File: src/hw/rtl/ccm_pkg.sv
// ----------------------------------------------------------------------------
// Color correction matrix package
// Shared widths, register indexes, reset values and pipeline control types.
// ----------------------------------------------------------------------------
package ccm_pkg;

  // Fraction bits of the signed matrix coefficients (Q4.12 by default).
  localparam int FRAC_BITS = 12;

  localparam int PIX_W  = 8;
  localparam int COEF_W = 16;
  localparam int REG_W  = 3 * COEF_W;
  localparam int IDX_W  = 2;

  // Unsigned pixel (taken as 9-bit signed) times a signed coefficient.
  localparam int PROD_W = PIX_W + 1 + COEF_W;
  // Sum of three products, with headroom.
  localparam int SUM_W  = PROD_W + 2;

  // Register indexes on the configuration port.
  localparam logic [IDX_W-1:0] REG_ROW0 = 2'd0;
  localparam logic [IDX_W-1:0] REG_ROW1 = 2'd1;
  localparam logic [IDX_W-1:0] REG_ROW2 = 2'd2;

  // Identity matrix: one on the diagonal.
  localparam logic [REG_W-1:0] ONE_COEF  = REG_W'(1) << FRAC_BITS;
  localparam logic [REG_W-1:0] ROW0_INIT = ONE_COEF;
  localparam logic [REG_W-1:0] ROW1_INIT = ONE_COEF << COEF_W;
  localparam logic [REG_W-1:0] ROW2_INIT = ONE_COEF << (2 * COEF_W);

  localparam logic [PIX_W-1:0] PIX_MAX = '1;

  // Load enables of the three pipeline stages.
  typedef struct packed {
    logic mul_en;
    logic sum_en;
    logic out_en;
  } ccm_en_t;

endpackage

File: src/hw/rtl/ccm_channel.sv
// ----------------------------------------------------------------------------
// Color correction channel datapath
// Three-stage pipeline for one output channel: multiply, sum, shift and clamp.
// ----------------------------------------------------------------------------
module ccm_channel (
  input  logic                           clk,
  input  ccm_pkg::ccm_en_t               en,
  input  logic [ccm_pkg::REG_W-1:0]      coeffs,
  input  logic [ccm_pkg::PIX_W-1:0]      px0,
  input  logic [ccm_pkg::PIX_W-1:0]      px1,
  input  logic [ccm_pkg::PIX_W-1:0]      px2,
  output logic [ccm_pkg::PIX_W-1:0]      result
);
  import ccm_pkg::*;

  logic signed [PROD_W-1:0] prod0;
  logic signed [PROD_W-1:0] prod1;
  logic signed [PROD_W-1:0] prod2;
  logic signed [SUM_W-1:0]  sum;
  logic signed [SUM_W-1:0]  shifted;
  logic [PIX_W-1:0]         clamped;

  // Stage one: three products of a pixel channel and its coefficient.
  always_ff @(posedge clk) begin
    if (en.mul_en) begin
      prod0 <= $signed({1'b0, px0}) * $signed(coeffs[COEF_W-1:0]);
      prod1 <= $signed({1'b0, px1}) * $signed(coeffs[2*COEF_W-1:COEF_W]);
      prod2 <= $signed({1'b0, px2}) * $signed(coeffs[3*COEF_W-1:2*COEF_W]);
    end
  end

  // Stage two: sum of the products.
  always_ff @(posedge clk) begin
    if (en.sum_en) begin
      sum <= SUM_W'(prod0) + SUM_W'(prod1) + SUM_W'(prod2);
    end
  end

  // Arithmetic shift rounds toward minus infinity; then clamp to the pixel range.
  always_comb begin
    shifted = sum >>> FRAC_BITS;
    if (shifted[SUM_W-1]) begin
      clamped = '0;
    end else if (|shifted[SUM_W-2:PIX_W]) begin
      clamped = PIX_MAX;
    end else begin
      clamped = shifted[PIX_W-1:0];
    end
  end

  // Stage three: output register.
  always_ff @(posedge clk) begin
    if (en.out_en) begin
      result <= clamped;
    end
  end

endmodule

File: src/hw/rtl/color_correction_matrix_top.sv
// ----------------------------------------------------------------------------
// Color correction matrix, 3x3
// An input transfer moves through the multiply, sum and output registers to the result on out_valid.
// Throughput: one pixel per cycle while out_stall is low; each stage holds one pixel, and bubbles
// collapse so a stalled output only halts stages that are full behind it.
// Reset: synchronous; clears all stage valid bits and loads the identity matrix.
// ----------------------------------------------------------------------------
module color_correction_matrix_top (
  input  logic                           clk,
  input  logic                           rst,
  // Configuration port
  input  logic                           wr_en,
  input  logic [ccm_pkg::IDX_W-1:0]      wr_index,
  input  logic [ccm_pkg::REG_W-1:0]      wr_data,
  // Pixel input
  input  logic                           in_valid,
  output logic                           in_stall,
  input  logic [ccm_pkg::PIX_W-1:0]      in_ch0,
  input  logic [ccm_pkg::PIX_W-1:0]      in_ch1,
  input  logic [ccm_pkg::PIX_W-1:0]      in_ch2,
  // Pixel output
  output logic                           out_valid,
  input  logic                           out_stall,
  output logic [ccm_pkg::PIX_W-1:0]      out_ch0,
  output logic [ccm_pkg::PIX_W-1:0]      out_ch1,
  output logic [ccm_pkg::PIX_W-1:0]      out_ch2
);
  import ccm_pkg::*;

  logic [REG_W-1:0] row0;
  logic [REG_W-1:0] row1;
  logic [REG_W-1:0] row2;

  logic    mul_valid;
  logic    sum_valid;
  logic    out_ready;
  logic    sum_ready;
  logic    mul_ready;
  ccm_en_t en;

  // Coefficient registers; writes to an unused index are dropped.
  always_ff @(posedge clk) begin
    if (rst) begin
      row0 <= ROW0_INIT;
      row1 <= ROW1_INIT;
      row2 <= ROW2_INIT;
    end else if (wr_en) begin
      case (wr_index)
        REG_ROW0: row0 <= wr_data;
        REG_ROW1: row1 <= wr_data;
        REG_ROW2: row2 <= wr_data;
        default: ;
      endcase
    end
  end

  // A stage may load when it is empty or its contents move on.
  assign out_ready = !out_valid || !out_stall;
  assign sum_ready = !sum_valid || out_ready;
  assign mul_ready = !mul_valid || sum_ready;
  assign in_stall  = !mul_ready;

  assign en.mul_en = mul_ready;
  assign en.sum_en = sum_ready;
  assign en.out_en = out_ready;

  // Valid bits travel alongside the data.
  always_ff @(posedge clk) begin
    if (rst) begin
      mul_valid <= 1'b0;
      sum_valid <= 1'b0;
      out_valid <= 1'b0;
    end else begin
      if (mul_ready) mul_valid <= in_valid;
      if (sum_ready) sum_valid <= mul_valid;
      if (out_ready) out_valid <= sum_valid;
    end
  end

  // One datapath per output channel.
  ccm_channel u_ch0 (
    .clk    (clk),
    .en     (en),
    .coeffs (row0),
    .px0    (in_ch0),
    .px1    (in_ch1),
    .px2    (in_ch2),
    .result (out_ch0)
  );

  ccm_channel u_ch1 (
    .clk    (clk),
    .en     (en),
    .coeffs (row1),
    .px0    (in_ch0),
    .px1    (in_ch1),
    .px2    (in_ch2),
    .result (out_ch1)
  );

  ccm_channel u_ch2 (
    .clk    (clk),
    .en     (en),
    .coeffs (row2),
    .px0    (in_ch0),
    .px1    (in_ch1),
    .px2    (in_ch2),
    .result (out_ch2)
  );

  // The input only stalls when every stage holds a pixel.
  a_stall_full: assert property (@(posedge clk) disable iff (rst)
    in_stall |-> (mul_valid && sum_valid && out_valid))
    else $error("input stalled while the pipeline has a free stage");

  // An input transfer always lands in the first stage.
  a_accept_lands: assert property (@(posedge clk) disable iff (rst)
    (in_valid && !in_stall) |=> mul_valid)
    else $error("accepted pixel lost at the first stage");

  // A summed pixel moves into an empty output register on the next edge.
  a_sum_moves: assert property (@(posedge clk) disable iff (rst)
    (sum_valid && !out_valid) |=> out_valid)
    else $error("summed pixel did not reach an empty output register");

endmodule
File: config.mk
export PLATFORM = sky130hd
export DESIGN_NAME = color_correction_matrix_top
export DESIGN_NICKNAME = d
export VERILOG_FILES = /design/src/hw/rtl/ccm_pkg.sv /design/src/hw/rtl/ccm_channel.sv /design/src/hw/rtl/color_correction_matrix_top.sv
export SDC_FILE = /design/constraint.sdc
export NUM_CORES = 2
export LEC_CHECK = 0
export BUFFER_PORTS_ARGS = -buffer_cell sky130_fd_sc_hd__buf_4
export CAP_MARGIN = 15
export CORE_MARGIN = 2
export CORE_UTILIZATION = 66
export CTS_CLUSTER_DIAMETER = 40
export DETAILED_ROUTE_END_ITERATION = 16
export GPL_TIMING_DRIVEN = 0
export PLACE_DENSITY = 0.84
export RECOVER_POWER = 100
export SYNTH_ARGS = -nofsm -noshare
export SYNTH_HDL_FRONTEND = slang
export SYNTH_HIERARCHICAL = 1
export SYNTH_SLANG_ARGS = --single-unit
export TNS_END_PERCENT = 100
File: constraint.sdc
create_clock -name clk -period 12.4 [get_ports clk]
set_clock_uncertainty 0.05 [all_clocks]
set_input_delay 2.48 -clock clk [delete_from_list [all_inputs] [get_ports clk]]
set_output_delay 2.48 -clock clk [all_outputs]
set_load 0.01 [all_outputs]
==> results.txt <==
----------------------------------------------------
[Global route]
  All-layer global routing usage ... about a third
  Wire length of the first global-routing pass ... 239800 um
  Final global-route overflow total ... 0
  Pin count of the biggest net entering global routing ... 47
  Number of global-route vias before repair ... 45820
  Number of antenna violations at the first check in global routing ... 5

[Critical path]
  CP Capture Type ... register
  Element type at the critical path start ... primary input
  Maximum fanout encountered on the critical timing path ... 21
  Arrival time at the worst endpoint ... between 9 and 10 ns
  Crit Path Class ... primary input to register
  Largest stage delay on the critical path ... between 1 and 1.5 ns
  Max stage delay cell, worst path ... sky130_fd_sc_hd__clkbuf_1
  CP startpoint ... in_ch1[0]
  Startpoint of the worst-slack reg-to-reg timing path ... row0[20]$_SDFFE_PP0P_
  Buffers and inverters on the worst path ... 5
  Most frequent cell on the critical path ... sky130_fd_sc_hd__fa_1
  Critical path, cell by cell ... clkbuf_1 -> clkbuf_1 -> nand2_1 -> fa_1 -> inv_1 -> fa_1 -> fa_1 -> inv_1 -> fa_1 -> inv_1 -> ha_1 -> a2111oi_0 -> o21ai_0 -> a311o_1 -> a31oi_1 -> o311a_1 -> o221ai_1 -> a21oi_1 -> xnor2_1
  CP delay by family, top ... adder cells
  Req. time, crit path ... 12.74 ns

[Worst hold path]
  Hold Crit Start ... mul_valid$_SDFFE_PP0P_
  Hold WC Path Type ... register to register

[Floorplanning]
  Width of the chip ... between 300 and 400 um
  Area of the placeable core ... 0.09029 mm^2
  Number of core rows ... 110
  Effective utilization at floorplan ... between 60% and 70%
  Number of primary I/O pins ... 105
  Die Area ... around 0.094 mm^2
  Die extent in y ... 306.2 um

[Drt]
  Final antenna-violating net count ... 0
  Average routed wire per standard cell ... between 15 and 20 um
  DRT Wirelength ... roughly 150000 um
  Post-route DRC ... 0
  Via count ... around 43000
  Via density per instance ... ~5.7
  Iteration count of the initial detailed-routing pass ... 6
  Starting DRT DRC Count ... ~3200

[Timing]
  Maximum operating frequency ... between 100 and 150 MHz
  Relative slew slack ... -96.66%
  Hold WS ... slightly above 0.4 ns
  Post-route minimum period ... 8.817 ns
  Setup repair after global routing missed its margin ... no
  Period utilisation layout ... approximately 71%
  Tightest Pin Transition ... roughly 2.9 ns
  Pins over their slew limit ... around 120
  Setup TNS ... 0 ns
  Final count of hold timing violations ... 0
  Setup-failing EPs final ... 0

[CTS]
  CTS Hold Buffers Added ... 0
  Quantity of gates resized following cts ... 0
  Clock tree from TritonCTS ... done
  Post-CTS repair timing setup buffer count ... 0
  Max Root-Sink Buffers ... 3
  Clock Root Buffer ... sky130_fd_sc_hd__clkbuf_16
  Sinks on the clock net ... between 400 and 500
  Maximum level of the CTS H-tree ... 3
  Clock network latency to the later pin of the worst-skew pair ... 0.64 ns
  Clk slew on worst S/H paths ... about 0.050 ns
  TritonCTS buffer count ... a little over 70

[Placement]
  Last weighted congestion value of the routability-driven placer ... 0.9570
  Count of input and output buffers ... between 100 and 150
  Number of placed cells counting well taps ... 7451
  Total half-perimeter wirelength after legalization and detailed placement ... 118300 um

[Job]
  Max-cap violations ... 5

[Run status]
  Failing checks ... capacitance limit, slew limit
  Outcome ... complete, but fails checks

[Synthesis]
  Share of the yosys chip area belonging to registers ... between 10% and 20%
  Share of async-settable or async-resettable flops after synthesis ... 0%
  Distinct cells, synth ... 88
  Post-synth EDFFs ... approximately 290
  Mapped Area ... around 0.06 mm^2
  Post-synthesis instance total ... approximately 6000
  Yosys warnings ... 6
  Number of synthesized register bits ... 441
  Net count of the mapped netlist ... 7750
  Synthesized area per cell ... 9.792 um^2
  Commonest register cell after synthesis ... sky130_fd_sc_hd__edfxtp_1

[Pwr]
  Leakage power figure ... 0.03392 uW
  Ratio of total power to cell area ... a little over 100 mW/mm^2
  VDD IR max ... 102.6 uV

[Final layout]
  Layout net count ... 7944
  Share of post-route cells with drive strength above 1 ... under 10%
  Cell Count, Final, Fillers Out ... between 7000 and 8000
  Post-route core utilization ... a little over 70%
  Synthesis-to-finish area growth ... 7.527%

----------------------------------------------------
[per-layer routing]
metal,part of all wire [%],GRT usage [%]
met1,38,40.90
met2,47,53.69
met3,8.4,6.698
met4,6.4,18.66
met5,0.018,0
[synth_stat cells (5+ instances only)]
library cell	number	area [um^2]
sky130_fd_sc_hd__a31oi_1	15	93.84
sky130_fd_sc_hd__o211ai_1	8	60.06
sky130_fd_sc_hd__nor4_1	9	56.30
sky130_fd_sc_hd__o21ai_0	82	410.4
sky130_fd_sc_hd__a221oi_1	5	43.79
sky130_fd_sc_hd__fa_1	990	19820
sky130_fd_sc_hd__o221ai_1	5	43.79
sky130_fd_sc_hd__and4_1	5	43.79
sky130_fd_sc_hd__a311oi_1	5	43.79
sky130_fd_sc_hd__a21boi_0	5	37.54
sky130_fd_sc_hd__nand2b_1	205	1282
sky130_fd_sc_hd__o22ai_1	5	31.28
sky130_fd_sc_hd__xnor2_1	172	1506
sky130_fd_sc_hd__o21ai_1	5	25.02
sky130_fd_sc_hd__edfxtp_1	294	8828
sky130_fd_sc_hd__nand3_1	35	175.2
sky130_fd_sc_hd__or4_1	6	45.04
sky130_fd_sc_hd__a21oi_1	212	1061
sky130_fd_sc_hd__or3_1	8	50.05
sky130_fd_sc_hd__inv_1	1408	5285
sky130_fd_sc_hd__and2_1	651	4073
sky130_fd_sc_hd__nor2_1	95	356.6
sky130_fd_sc_hd__a21o_1	94	705.7
sky130_fd_sc_hd__o31ai_1	12	90.09
sky130_fd_sc_hd__ha_1	525	6569
sky130_fd_sc_hd__xor2_1	68	595.6
sky130_fd_sc_hd__and3_1	10	62.56
sky130_fd_sc_hd__nand4_1	17	106.4
sky130_fd_sc_hd__nor2b_1	19	118.9
sky130_fd_sc_hd__buf_4	7	52.55
sky130_fd_sc_hd__dfxtp_1	147	2943
sky130_fd_sc_hd__buf_2	12	60.06
sky130_fd_sc_hd__o21a_1	37	277.8
sky130_fd_sc_hd__a41oi_1	5	43.79
sky130_fd_sc_hd__clkbuf_1	102	382.9
sky130_fd_sc_hd__nand2_1	590	2215
sky130_fd_sc_hd__o21bai_1	33	247.7
sky130_fd_sc_hd__mux2i_1	146	1461
sky130_fd_sc_hd__nor3_1	20	100.1
sky130_fd_sc_hd__a211oi_1	11	82.58
[flip-flops by register name (all words and copies together) (netlist names), 15 cells and up]
name         cells
row0            48
row1            48
row2            48
u_ch0/prod0     25
u_ch0/prod1     25
u_ch0/prod2     25
u_ch0/sum       15
u_ch1/prod0     25
u_ch1/prod1     25
u_ch1/prod2     25
u_ch1/sum       15
u_ch2/prod0     25
u_ch2/prod1     25
u_ch2/prod2     25
u_ch2/sum       15
[final timing paths]
| check | endpoint | slack, ns | cells after the start |
|---|---|---|---|
| worst max-delay path | u_ch0/prod1[24]$_DFFE_PP_ | 3.58 | 19 |
| worst min-delay path | sum_valid$_SDFFE_PP0P_ | 0.40 | 2 |
| worst max register to register | u_ch0/prod1[24]$_DFFE_PP_ | 6.33 | 17 |
| worst min register to register | sum_valid$_SDFFE_PP0P_ | 0.40 | 2 |
[through the flow]
stage	power [uW]	cell area [um^2]	worst slack (ns)
after CTS	6699	65290	4.699
after global placement	4510	62520	-3.624
after detailed placement	4601	62810	4.126
after global routing	7035	64810	3.327
after floorplan	3851	60280	-0.3501
final	6652	64810	3.583
[cell usage in the layout (no fill, tap or decap), types with 33 or more instances in the layout]
cell type / synthesis / routed
sky130_fd_sc_hd__mux2i_1: 146 / 146
sky130_fd_sc_hd__nand2b_1: 205 / 205
sky130_fd_sc_hd__a21oi_1: 212 / 215
sky130_fd_sc_hd__o21a_1: 37 / 37
sky130_fd_sc_hd__nand3_1: 35 / 35
sky130_fd_sc_hd__nor2_1: 95 / 95
sky130_fd_sc_hd__fa_1: 990 / 990
sky130_fd_sc_hd__dfxtp_1: 147 / 147
sky130_fd_sc_hd__buf_4: 7 / 76
sky130_fd_sc_hd__clkbuf_16: 0 / 77
sky130_fd_sc_hd__edfxtp_1: 294 / 294
sky130_fd_sc_hd__a21o_1: 94 / 94
sky130_fd_sc_hd__inv_1: 1408 / 1408
sky130_fd_sc_hd__nand2_1: 590 / 590
sky130_fd_sc_hd__ha_1: 525 / 525
sky130_fd_sc_hd__xor2_1: 68 / 68
sky130_fd_sc_hd__and2_1: 651 / 631
sky130_fd_sc_hd__clkbuf_1: 102 / 161
sky130_fd_sc_hd__o21bai_1: 33 / 33
sky130_fd_sc_hd__xnor2_1: 172 / 172
sky130_fd_sc_hd__o21ai_0: 82 / 88
[layout make-up]
class | instances | area, um^2
sequential | 441 | 11770
multi-input combinational | 4184 | 42580
inverter | 1408 | 5285
clock buffer | 83 | 1969
buffer | 123 | 493.0
fill | 6285 | 25470
tap | 1176 | 1471
timing repair buffer | 120 | 726.9
clock inverter | 50 | 514.2
antenna | 3 | 7.507
[cells by family (layout without fill, tap and decap cells)]
logic type | count (synthesis) | count (layout) | synth area share [%]
other | 0 | 3 | 0
DFF | 441 | 441 | 19.53
AOI/OAI and AO/OA | 597 | 597 | 6.528
adders and majority gates | 1515 | 1515 | 43.78
and+or+nand+nor | 1686 | 1686 | 14.64
xor gates and xnor gates | 240 | 240 | 3.487
muxes | 146 | 146 | 2.424
buffers and inverters | 1531 | 1784 | 9.615
[power breakdown]
group	internal [uW]	total, uW	switching (uW)
clock network	1250	2060	801
logic	966	2410	1440
registers	1980	2190	209
total	4200	6650	2460
[tightest hold or removal path, delay by kind of cell, from the launching register on]
| kind | cells | cell delay [ns] |
|---|---|---|
| compound gates | 1 | 0.05 |
| buf+inv | 1 | 0.05 |
| flops | 1 | 0.31 |
No activity file was read; power rests on OpenSTA's default activity.
